--- src/design/sm3_pkg.sv ---
`timescale 1ns / 1ps
package sm3_pkg;

    localparam int WordW     = 32;
    localparam int FifoDepth = 4;

    localparam logic [31:0] T_LOW   = 32'h79cc4519;
    localparam logic [31:0] T_HIGH  = 32'h7a879d8a;
    localparam logic [31:0] PAD_BIT = 32'h80000000;

    localparam logic [255:0] SM3_IV = {
        32'h7380166f, 32'h4914b2b9, 32'h172442d7, 32'hda8a0600,
        32'ha96f30bc, 32'h163138aa, 32'he38dee4d, 32'hb0fb0e4e
    };

    // Word handed from the front end to the block engine.
    typedef struct packed {
        logic [31:0] data;
        logic        block_end;  // Sixteenth word of a block.
        logic        msg_end;    // Final word of the padded message.
    } sm3_word_t;

    typedef enum logic [2:0] {
        FE_MSG,
        FE_PAD,
        FE_ZERO,
        FE_LEN_HI,
        FE_LEN_LO
    } fe_state_t;

    typedef enum logic [1:0] {
        BE_LOAD,
        BE_ROUND,
        BE_EMIT
    } be_state_t;

    function automatic logic [31:0] rotl(input logic [31:0] x, input logic [4:0] n);
        logic [63:0] d;
        d = {x, x} << n;
        return d[63:32];
    endfunction

    function automatic logic [31:0] p0(input logic [31:0] x);
        return x ^ rotl(x, 5'd9) ^ rotl(x, 5'd17);
    endfunction

    function automatic logic [31:0] p1(input logic [31:0] x);
        return x ^ rotl(x, 5'd15) ^ rotl(x, 5'd23);
    endfunction

endpackage

--- src/design/sm3_if.sv ---
`timescale 1ns / 1ps
interface sm3_in_if;
    logic        valid;
    logic        ready;
    logic [31:0] msg_word;
    logic [2:0]  valid_bytes;
    logic        last_word;
    modport source (output valid, msg_word, valid_bytes, last_word, input ready);
    modport sink (input valid, msg_word, valid_bytes, last_word, output ready);
endinterface

interface sm3_out_if;
    logic        valid;
    logic        ready;
    logic [31:0] digest_word;
    logic [2:0]  digest_index;
    logic        digest_last;
    modport source (output valid, digest_word, digest_index, digest_last, input ready);
    modport sink (input valid, digest_word, digest_index, digest_last, output ready);
endinterface

--- src/design/sm3_front.sv ---
`timescale 1ns / 1ps
module sm3_front
    import sm3_pkg::*;
(
    input  logic      clk,
    input  logic      rst_n,
    input  logic      in_valid,
    output logic      in_ready,
    input  logic [31:0] in_word,
    input  logic [2:0] in_bytes,
    input  logic      in_last,
    output logic      wr_valid,
    input  logic      wr_ready,
    output sm3_word_t wr_data
);

    fe_state_t   state_reg, state_next;
    logic [3:0]  cnt_reg, cnt_next;
    logic [63:0] len_reg, len_next;

    logic [2:0]  nb;
    logic [63:0] len_add;
    logic [31:0] keep;
    logic [31:0] marker;
    logic        full_last;

    always_comb
    begin
        nb        = (in_bytes > 3'd4) ? 3'd4 : in_bytes;
        full_last = (nb == 3'd4);
        len_add   = in_last ? (len_reg + {58'd0, nb, 3'd0}) : (len_reg + 64'd32);
        unique case (nb)
            3'd0:    begin keep = 32'h00000000; marker = 32'h80000000; end
            3'd1:    begin keep = 32'hff000000; marker = 32'h00800000; end
            3'd2:    begin keep = 32'hffff0000; marker = 32'h00008000; end
            3'd3:    begin keep = 32'hffffff00; marker = 32'h00000080; end
            default: begin keep = 32'hffffffff; marker = 32'h00000000; end
        endcase
    end

    // Next-state logic.
    always_comb
    begin
        state_next    = state_reg;
        cnt_next      = cnt_reg;
        len_next      = len_reg;
        unique case (state_reg)
            FE_MSG:
            begin
                if (in_valid && wr_ready)
                begin
                    len_next = len_add;
                    cnt_next = cnt_reg + 4'd1;
                    if (in_last)
                    begin
                        if (full_last)
                            state_next = FE_PAD;
                        else if (cnt_reg == 4'd13)
                            state_next = FE_LEN_HI;
                        else
                            state_next = FE_ZERO;
                    end
                end
            end
            FE_PAD:
            begin
                if (wr_ready)
                begin
                    cnt_next   = cnt_reg + 4'd1;
                    state_next = (cnt_reg == 4'd13) ? FE_LEN_HI : FE_ZERO;
                end
            end
            FE_ZERO:
            begin
                if (wr_ready)
                begin
                    cnt_next = cnt_reg + 4'd1;
                    if (cnt_reg == 4'd13)
                        state_next = FE_LEN_HI;
                end
            end
            FE_LEN_HI:
            begin
                if (wr_ready)
                begin
                    cnt_next   = cnt_reg + 4'd1;
                    state_next = FE_LEN_LO;
                end
            end
            FE_LEN_LO:
            begin
                if (wr_ready)
                begin
                    cnt_next   = 4'd0;
                    len_next   = 64'd0;
                    state_next = FE_MSG;
                end
            end
            default: state_next = FE_MSG;
        endcase
    end

    // Output logic.
    always_comb
    begin
        in_ready          = 1'b0;
        wr_valid          = 1'b0;
        wr_data.data      = 32'd0;
        wr_data.block_end = (cnt_reg == 4'd15);
        wr_data.msg_end   = 1'b0;
        unique case (state_reg)
            FE_MSG:
            begin
                in_ready     = wr_ready;
                wr_valid     = in_valid;
                wr_data.data = in_last ? ((in_word & keep) | marker) : in_word;
            end
            FE_PAD:
            begin
                wr_valid     = 1'b1;
                wr_data.data = PAD_BIT;
            end
            FE_ZERO:   wr_valid = 1'b1;
            FE_LEN_HI:
            begin
                wr_valid     = 1'b1;
                wr_data.data = len_reg[63:32];
            end
            FE_LEN_LO:
            begin
                wr_valid        = 1'b1;
                wr_data.data    = len_reg[31:0];
                wr_data.msg_end = 1'b1;
            end
            default: ;
        endcase
    end

    always_ff @(posedge clk or negedge rst_n)
    begin
        if (!rst_n)
        begin
            state_reg <= FE_MSG;
            cnt_reg   <= 4'd0;
            len_reg   <= 64'd0;
        end
        else
        begin
            state_reg <= state_next;
            cnt_reg   <= cnt_next;
            len_reg   <= len_next;
        end
    end

endmodule

--- src/design/sm3_fifo.sv ---
`timescale 1ns / 1ps
module sm3_fifo
    import sm3_pkg::*;
#(
    parameter int Depth = FifoDepth
)
(
    input  logic      clk,
    input  logic      rst_n,
    input  logic      wr_valid,
    output logic      wr_ready,
    input  sm3_word_t wr_data,
    output logic      rd_valid,
    input  logic      rd_ready,
    output sm3_word_t rd_data
);

    localparam int AW = (Depth > 1) ? $clog2(Depth) : 1;

    sm3_word_t     mem_reg [Depth];
    logic [AW-1:0] wp_reg, rp_reg;
    logic [AW:0]   cnt_reg;
    logic          push, pop;

    assign wr_ready = (cnt_reg != Depth[AW:0]);
    assign rd_valid = (cnt_reg != '0);
    assign rd_data  = mem_reg[rp_reg];
    assign push     = wr_valid && wr_ready;
    assign pop      = rd_valid && rd_ready;

    always_ff @(posedge clk or negedge rst_n)
    begin
        if (!rst_n)
        begin
            wp_reg  <= '0;
            rp_reg  <= '0;
            cnt_reg <= '0;
        end
        else
        begin
            if (push)
                wp_reg <= (wp_reg == AW'(Depth - 1)) ? '0 : wp_reg + 1'b1;
            if (pop)
                rp_reg <= (rp_reg == AW'(Depth - 1)) ? '0 : rp_reg + 1'b1;
            cnt_reg <= cnt_reg + {{AW{1'b0}}, push} - {{AW{1'b0}}, pop};
        end
    end

    always_ff @(posedge clk)
    begin
        if (push)
            mem_reg[wp_reg] <= wr_data;
    end

    a_no_overflow: assert property (@(posedge clk) disable iff (!rst_n)
        cnt_reg <= Depth[AW:0])
        else $error("fifo count beyond depth");

endmodule

--- src/design/sm3_core.sv ---
`timescale 1ns / 1ps
module sm3_core
    import sm3_pkg::*;
(
    input  logic        clk,
    input  logic        rst_n,
    input  logic        rd_valid,
    output logic        rd_ready,
    input  sm3_word_t   rd_data,
    output logic        out_valid,
    input  logic        out_ready,
    output logic [31:0] out_word,
    output logic [2:0]  out_index,
    output logic        out_last
);

    be_state_t   state_reg, state_next;
    logic [31:0] win_reg [16];
    logic [31:0] v_reg [8];
    logic [31:0] r_reg [8];
    logic [5:0]  rnd_reg;
    logic        fin_reg;
    logic [2:0]  idx_reg;

    logic [31:0] w_j, w_j4, w_new, ff, gg, tt1, tt2, ss1, ss2, a12, tj;
    logic        take, round_done;

    assign take       = (state_reg == BE_LOAD) && rd_valid;
    assign round_done = (state_reg == BE_ROUND) && (rnd_reg == 6'd63);

    // The window holds W[j..j+15]; each round shifts in W[j+16].
    always_comb
    begin
        w_j   = win_reg[0];
        w_j4  = win_reg[4];
        w_new = p1(win_reg[0] ^ win_reg[7] ^ rotl(win_reg[13], 5'd15))
                ^ rotl(win_reg[3], 5'd7) ^ win_reg[10];
        tj    = rotl((rnd_reg < 6'd16) ? T_LOW : T_HIGH, rnd_reg[4:0]);
        a12   = rotl(r_reg[0], 5'd12);
        ss1   = rotl(a12 + r_reg[4] + tj, 5'd7);
        ss2   = ss1 ^ a12;
        ff    = (rnd_reg < 6'd16) ? (r_reg[0] ^ r_reg[1] ^ r_reg[2])
              : ((r_reg[0] & r_reg[1]) | (r_reg[0] & r_reg[2]) | (r_reg[1] & r_reg[2]));
        gg    = (rnd_reg < 6'd16) ? (r_reg[4] ^ r_reg[5] ^ r_reg[6])
              : ((r_reg[4] & r_reg[5]) | (~r_reg[4] & r_reg[6]));
        tt1   = ff + r_reg[3] + ss2 + (w_j ^ w_j4);
        tt2   = gg + r_reg[7] + ss1 + w_j;
    end

    // Next-state logic.
    always_comb
    begin
        state_next = state_reg;
        unique case (state_reg)
            BE_LOAD:  if (take && rd_data.block_end) state_next = BE_ROUND;
            BE_ROUND: if (round_done) state_next = fin_reg ? BE_EMIT : BE_LOAD;
            BE_EMIT:  if (out_ready && idx_reg == 3'd7) state_next = BE_LOAD;
            default:  state_next = BE_LOAD;
        endcase
    end

    // Output logic.
    always_comb
    begin
        rd_ready  = (state_reg == BE_LOAD);
        out_valid = (state_reg == BE_EMIT);
        out_word  = v_reg[idx_reg];
        out_index = idx_reg;
        out_last  = (idx_reg == 3'd7);
    end

    always_ff @(posedge clk or negedge rst_n)
    begin
        if (!rst_n)
        begin
            state_reg <= BE_LOAD;
            rnd_reg   <= 6'd0;
            fin_reg   <= 1'b0;
            idx_reg   <= 3'd0;
            for (int i = 0; i < 8; i++)
            begin
                v_reg[i] <= SM3_IV[255 - 32*i -: 32];
                r_reg[i] <= 32'd0;
            end
        end
        else
        begin
            state_reg <= state_next;
            if (take && rd_data.block_end)
            begin
                fin_reg <= rd_data.msg_end;
                rnd_reg <= 6'd0;
                for (int i = 0; i < 8; i++)
                    r_reg[i] <= v_reg[i];
            end
            if (state_reg == BE_ROUND)
            begin
                rnd_reg  <= rnd_reg + 6'd1;
                r_reg[0] <= tt1;
                r_reg[1] <= r_reg[0];
                r_reg[2] <= rotl(r_reg[1], 5'd9);
                r_reg[3] <= r_reg[2];
                r_reg[4] <= p0(tt2);
                r_reg[5] <= r_reg[4];
                r_reg[6] <= rotl(r_reg[5], 5'd19);
                r_reg[7] <= r_reg[6];
            end
            if (round_done)
            begin
                v_reg[0] <= v_reg[0] ^ tt1;
                v_reg[1] <= v_reg[1] ^ r_reg[0];
                v_reg[2] <= v_reg[2] ^ rotl(r_reg[1], 5'd9);
                v_reg[3] <= v_reg[3] ^ r_reg[2];
                v_reg[4] <= v_reg[4] ^ p0(tt2);
                v_reg[5] <= v_reg[5] ^ r_reg[4];
                v_reg[6] <= v_reg[6] ^ rotl(r_reg[5], 5'd19);
                v_reg[7] <= v_reg[7] ^ r_reg[6];
            end
            if (state_reg == BE_EMIT && out_ready)
            begin
                idx_reg <= idx_reg + 3'd1;
                if (idx_reg == 3'd7)
                    for (int i = 0; i < 8; i++)
                        v_reg[i] <= SM3_IV[255 - 32*i -: 32];
            end
        end
    end

    always_ff @(posedge clk)
    begin
        if (take)
        begin
            for (int i = 0; i < 15; i++)
                win_reg[i] <= win_reg[i+1];
            win_reg[15] <= rd_data.data;
        end
        else if (state_reg == BE_ROUND)
        begin
            for (int i = 0; i < 15; i++)
                win_reg[i] <= win_reg[i+1];
            win_reg[15] <= w_new;
        end
    end

    a_no_take_busy: assert property (@(posedge clk) disable iff (!rst_n)
        (state_reg != BE_LOAD) |-> !rd_ready)
        else $error("word taken while engine busy");
    a_rounds_end: assert property (@(posedge clk) disable iff (!rst_n)
        round_done |=> (state_reg == BE_LOAD || state_reg == BE_EMIT))
        else $error("round loop did not end");
    a_emit_start: assert property (@(posedge clk) disable iff (!rst_n)
        $rose(out_valid) |-> (idx_reg == 3'd0))
        else $error("digest does not start at word zero");

endmodule

--- src/design/sm3_hash.sv ---
`timescale 1ns / 1ps
// Channel  Dir  Payload                                  Handshake
// msg_in   in   msg_word[32] valid_bytes[3] last_word    valid/ready
// dig_out  out  digest_word[32] digest_index[3] last     valid/ready
//
// The front end takes one request per cycle unless the queue is full or it is
// padding; it applies padding and queues words. The compression engine loads
// a block's words, then runs its rounds, one round per cycle.
// Padding adds up to 18 words; the digest then leaves as eight requests.
// rst_n clears control state asynchronously and reloads the IV.
// Either side may stall; the queue lets the front end run ahead of the engine.
module sm3_hash
    import sm3_pkg::*;
#(
    parameter int QueueDepth = FifoDepth
)
(
    input logic clk,
    input logic rst_n,
    sm3_in_if.sink    msg_in,
    sm3_out_if.source dig_out
);

    logic      q_wr_valid, q_wr_ready, q_rd_valid, q_rd_ready;
    sm3_word_t q_wr_data, q_rd_data;

    sm3_front u_front (
        .clk      (clk),
        .rst_n    (rst_n),
        .in_valid (msg_in.valid),
        .in_ready (msg_in.ready),
        .in_word  (msg_in.msg_word),
        .in_bytes (msg_in.valid_bytes),
        .in_last  (msg_in.last_word),
        .wr_valid (q_wr_valid),
        .wr_ready (q_wr_ready),
        .wr_data  (q_wr_data)
    );

    sm3_fifo #(.Depth(QueueDepth)) u_fifo (
        .clk      (clk),
        .rst_n    (rst_n),
        .wr_valid (q_wr_valid),
        .wr_ready (q_wr_ready),
        .wr_data  (q_wr_data),
        .rd_valid (q_rd_valid),
        .rd_ready (q_rd_ready),
        .rd_data  (q_rd_data)
    );

    sm3_core u_core (
        .clk       (clk),
        .rst_n     (rst_n),
        .rd_valid  (q_rd_valid),
        .rd_ready  (q_rd_ready),
        .rd_data   (q_rd_data),
        .out_valid (dig_out.valid),
        .out_ready (dig_out.ready),
        .out_word  (dig_out.digest_word),
        .out_index (dig_out.digest_index),
        .out_last  (dig_out.digest_last)
    );

endmodule

--- src/flat_wrapper.sv ---
// flat-port wrapper written by rule: the top's interface ports become plain ports
module sm3_hash_flat import sm3_pkg::*;
#(
    parameter int QueueDepth = FifoDepth
)
  (clk, rst_n, msg_in_valid, msg_in_msg_word, msg_in_valid_bytes, msg_in_last_word, msg_in_ready, dig_out_valid, dig_out_digest_word, dig_out_digest_index, dig_out_digest_last, dig_out_ready);
  sm3_in_if msg_in_i ();
  sm3_out_if dig_out_i ();
  input logic clk;
  input logic rst_n;
  input wire logic [$bits(msg_in_i.valid)-1:0] msg_in_valid;
  input wire logic [$bits(msg_in_i.msg_word)-1:0] msg_in_msg_word;
  input wire logic [$bits(msg_in_i.valid_bytes)-1:0] msg_in_valid_bytes;
  input wire logic [$bits(msg_in_i.last_word)-1:0] msg_in_last_word;
  output wire logic [$bits(msg_in_i.ready)-1:0] msg_in_ready;
  output wire logic [$bits(dig_out_i.valid)-1:0] dig_out_valid;
  output wire logic [$bits(dig_out_i.digest_word)-1:0] dig_out_digest_word;
  output wire logic [$bits(dig_out_i.digest_index)-1:0] dig_out_digest_index;
  output wire logic [$bits(dig_out_i.digest_last)-1:0] dig_out_digest_last;
  input wire logic [$bits(dig_out_i.ready)-1:0] dig_out_ready;
  assign msg_in_i.valid = msg_in_valid;
  assign msg_in_i.msg_word = msg_in_msg_word;
  assign msg_in_i.valid_bytes = msg_in_valid_bytes;
  assign msg_in_i.last_word = msg_in_last_word;
  assign msg_in_ready = msg_in_i.ready;
  assign dig_out_valid = dig_out_i.valid;
  assign dig_out_digest_word = dig_out_i.digest_word;
  assign dig_out_digest_index = dig_out_i.digest_index;
  assign dig_out_digest_last = dig_out_i.digest_last;
  assign dig_out_i.ready = dig_out_ready;
  sm3_hash #(.QueueDepth(QueueDepth)) u_core (.clk(clk), .rst_n(rst_n), .msg_in(msg_in_i), .dig_out(dig_out_i));
endmodule
--- config.mk ---
export PLATFORM = sky130hd
export DESIGN_NAME = sm3_hash_flat
export DESIGN_NICKNAME = d
export VERILOG_FILES = /design/src/design/sm3_pkg.sv /design/src/design/sm3_if.sv /design/src/design/sm3_front.sv /design/src/design/sm3_fifo.sv /design/src/design/sm3_core.sv /design/src/design/sm3_hash.sv /design/src/flat_wrapper.sv
export SDC_FILE = /design/constraint.sdc
export NUM_CORES = 2
export LEC_CHECK = 0
export BUFFER_PORTS_ARGS = -buffer_cell sky130_fd_sc_hd__buf_2
export CORE_MARGIN = 1.5
export CORE_UTILIZATION = 45
export DETAILED_ROUTE_END_ITERATION = 8
export PLACE_DENSITY = 0.58
export RECOVER_POWER = 25
export SLEW_MARGIN = 20
export SYNTH_ARGS = -nofsm -noshare
export SYNTH_HDL_FRONTEND = slang
export SYNTH_SLANG_ARGS = --single-unit
export TNS_END_PERCENT = 100
--- constraint.sdc ---
create_clock -name clk -period 15.5 [get_ports clk]
set_input_delay 0 -clock clk [delete_from_list [all_inputs] [get_ports clk]]
set_output_delay 0 -clock clk [all_outputs]
set_load 0.01 [all_outputs]
==> out/metrics.yaml <==
outcome: "finished with violations"
violations: "capacitance limit, slew limit"
clock_path_buffers: 3
yosysMostFrequentCell: "nand2_1"
synth-xor-area-share_pct: 8.01
slowest_stage: "a311oi_1"
async_flop_share_pct: 48.0
drcViolationCount: 0
setup_viol: 0
fin_skew_ns: 0.0504
max_cap_viol_count: 4
synth_compound_area_share_pct: 10.8
placementRows: 138
place.gp.congestion: 0.956
ctsRootBufferMaster: "clkbuf_16"
fmax_mhz: 91.3
grt_max_degree: 204
cts_tree: "yes"
wl_per_cell_um: 27.6
avgSynthCellArea_um2: 11.6
yosys.area.top_type: "edfxtp_1"
post-route-cell-area_um2: 71900
slew_headroom_pct: -207
syn_inst: 5550
wirelength_um: 210000
drive_gt1_share_pct: 11.3
tightest_slew_ns: 4.61
crit_type: "reg2reg"
synthAdderAreaFrac_pct: 8.10
vias: 44300
critPathRequiredTime_ns: 16.19
fin_ws_ns: 4.55
start_kind: "flop"
coreArea_um2: 142000
cp_num_buf_inv: 5
synth.top_cells.by_count: "704 x nand2_1, 648 x edfxtp_1, 480 x dfrtp_1"
netlist_area_um2: 64600
n_fill_cell: 12500
grt_pass1_vias: 41700
synth_nets: 5894
first_iter_violations: 4622
yosys_warnings: 0
viasPerCell: 5.83
synth-seq-cells: 1247
grt_pass1_wl_um: 303000
antenna_found_initial: 2
htree_levels: 4
initial_core_util_pct: 45.5
die_h_um: 382
worst_path_largest_cell_delay_ns: 0.62
finalHoldViolCount: 0
post-route-period-util_pct: 70.6
final_antenna_net_count: 0
overflow: 0
hpwl_um: 152000
totalNegativeSetupSlack_ns: 0
dp_slack_ns: 4.73
io_pins: 78
cp_common_cell: "fa_1"
synth_top_family_by_area: "compound AO/OA/AOI/OAI gates"
netlist.area_leader.share_pct: 30.1
critPathCaptureType: "flop"
crit_family: "compound AO/OA/AOI/OAI gates"
worst_hold_slack_ns: 0.183
nNetsFinal: 5939
worst-path-max-fanout: 89
synth_sequential_area_ratio_pct: 53.6
post_cts_resized: 0
layout_min_cycle_time_ns: 10.95
firstDrtPassIters: 7
crit_arrival_ns: 11.64
fp.dieW_um: 382
dpl_cell_area_um2: 66900
synth_flop_cell: "edfxtp_1"
largest_reg_flops: 512
dieArea_um2: 146000
rsz0062_at_grt: "false"
synth_cell_type_count: 79
synth_edf_count: 648
grtUsageTotal_pct: 28.8
slew_viol_final: 223
port_buffers: 77
area_delta_synth_final_pct: 11.4
synthMuxAreaShare_pct: 6.43
clock-sinks: 1247
clk_pin_slew_ns: 0.07
hp-class: "in2reg"
cts_buffers: 139
clock_latency_ns: 0.78
synth-simple-area-share_pct: 10.0
synth.area.top_cells: "edfxtp_1 30%, dfrtp_1 19%, fa_1 5.9%"
## placed cells by master, fill, tap and decap left out, types with 13 or more instances in the layout
cell type      count
nand4_1           29
fa_1             190
dfrtp_1          476
mux2i_1          140
a211oi_1          44
nor3_1            63
o21a_1            15
ha_1             114
nand2_1          704
o21ai_0          436
clkbuf_1          52
nand2b_1          13
a21o_1            48
a222oi_1          26
clkbuf_16        141
nor2b_1           48
buf_2             76
mux4_2            98
inv_1            232
o211ai_1          13
nand3_1           69
xor2_1           266
and3_1           127
dlygate4sd3_1     43
nor2_1           323
or3_1             39
clkinv_2          16
a31oi_1           36
dfstp_2          119
buf_4             63
a22oi_1          148
xnor2_1          308
o21bai_1          14
edfxtp_1         648
a21oi_1          276
mux2_2            48
## worst paths after layout
check | cells past startpoint | to | from | slack [ns]
min | 4 | u_core.u_fifo.mem_reg[3][18]$_DFFE_PP_ | msg_in_msg_word[16] | 0.18
min reg2reg | 0 | u_core.u_core.win_reg[1][85]$_DFFE_PP_ | u_core.u_core.win_reg[1][117]$_DFFE_PP_ | 0.41
max reg2reg | 38 | u_core.u_core.v_reg[104]$_DFF_PN0_ | u_core.u_core.rnd_reg[5]$_DFFE_PN0P_ | 4.55
min in group asynchronous | 3 | u_core.u_core.v_reg[112]$_DFF_PN1_ | rst_n | 1.51
max | 38 | u_core.u_core.v_reg[104]$_DFF_PN0_ | u_core.u_core.rnd_reg[5]$_DFFE_PN0P_ | 4.55
max in group asynchronous | 6 | u_core.u_core.v_reg[26]$_DFF_PN0_ | rst_n | 9.35
## stage by stage
step | std cells | util, %
6_report | 7601 | 50.7
5_1_grt | 7600 | 50.7
4_1_cts | 7599 | 50.7
3_5_place_dp | 7299 | 47.1
3_3_place_gp | 7299 | 47.1
2_1_floorplan | 5550 | -
## cells by family after synthesis
family | count (synthesis)
flops | 1247
xor+xnor | 581
fa+ha+maj | 304
buf+inv | 523
mux | 286
simple gates | 1467
compound gates | 1142
## layout make-up
type,count,area [um^2],share of cell area [%]
Sequential cell,1247,34600,48.1
Multi-Input combinational cell,3780,28000,39.0
Clock buffer,199,3850,5.35
Tap cell,1890,2360,3.29
Timing Repair Buffer,191,1400,1.94
Inverter,236,891,1.24
Clock inverter,57,763,1.06
Antenna cell,1,2.50,0.00348
## worst reg2reg max path: cells and delay by family, from the launching register on
kind / cells / cell delay, ns
compound gates: 14 / 3.80
fa+ha+maj: 8 / 2.99
simple gates: 5 / 1.22
buf+inv: 5 / 1.06
xor+xnor: 3 / 0.92
mux: 3 / 0.46
flops: 1 / 0.45
## per-layer routing
metal | share of wire [%] | vias up | track usage, %
li1 | - | 19700 | -
met1 | 44 | 22600 | 40.9
met2 | 45 | 1656 | 43.8
met3 | 6.1 | 322 | 4.03
met4 | 5.1 | 0 | 13.4
met5 | 0 | - | 0
## repair_timing
action,in CTS,in global routing
buffers inserted,0,0
hold buffers,44,0
setup endpoints to repair,0,0
hold endpoints to repair,250,0
Power is left out: the tool's default activity adds up to more than one toggle a clock period on the data nets, which glitch-free logic cannot reach.
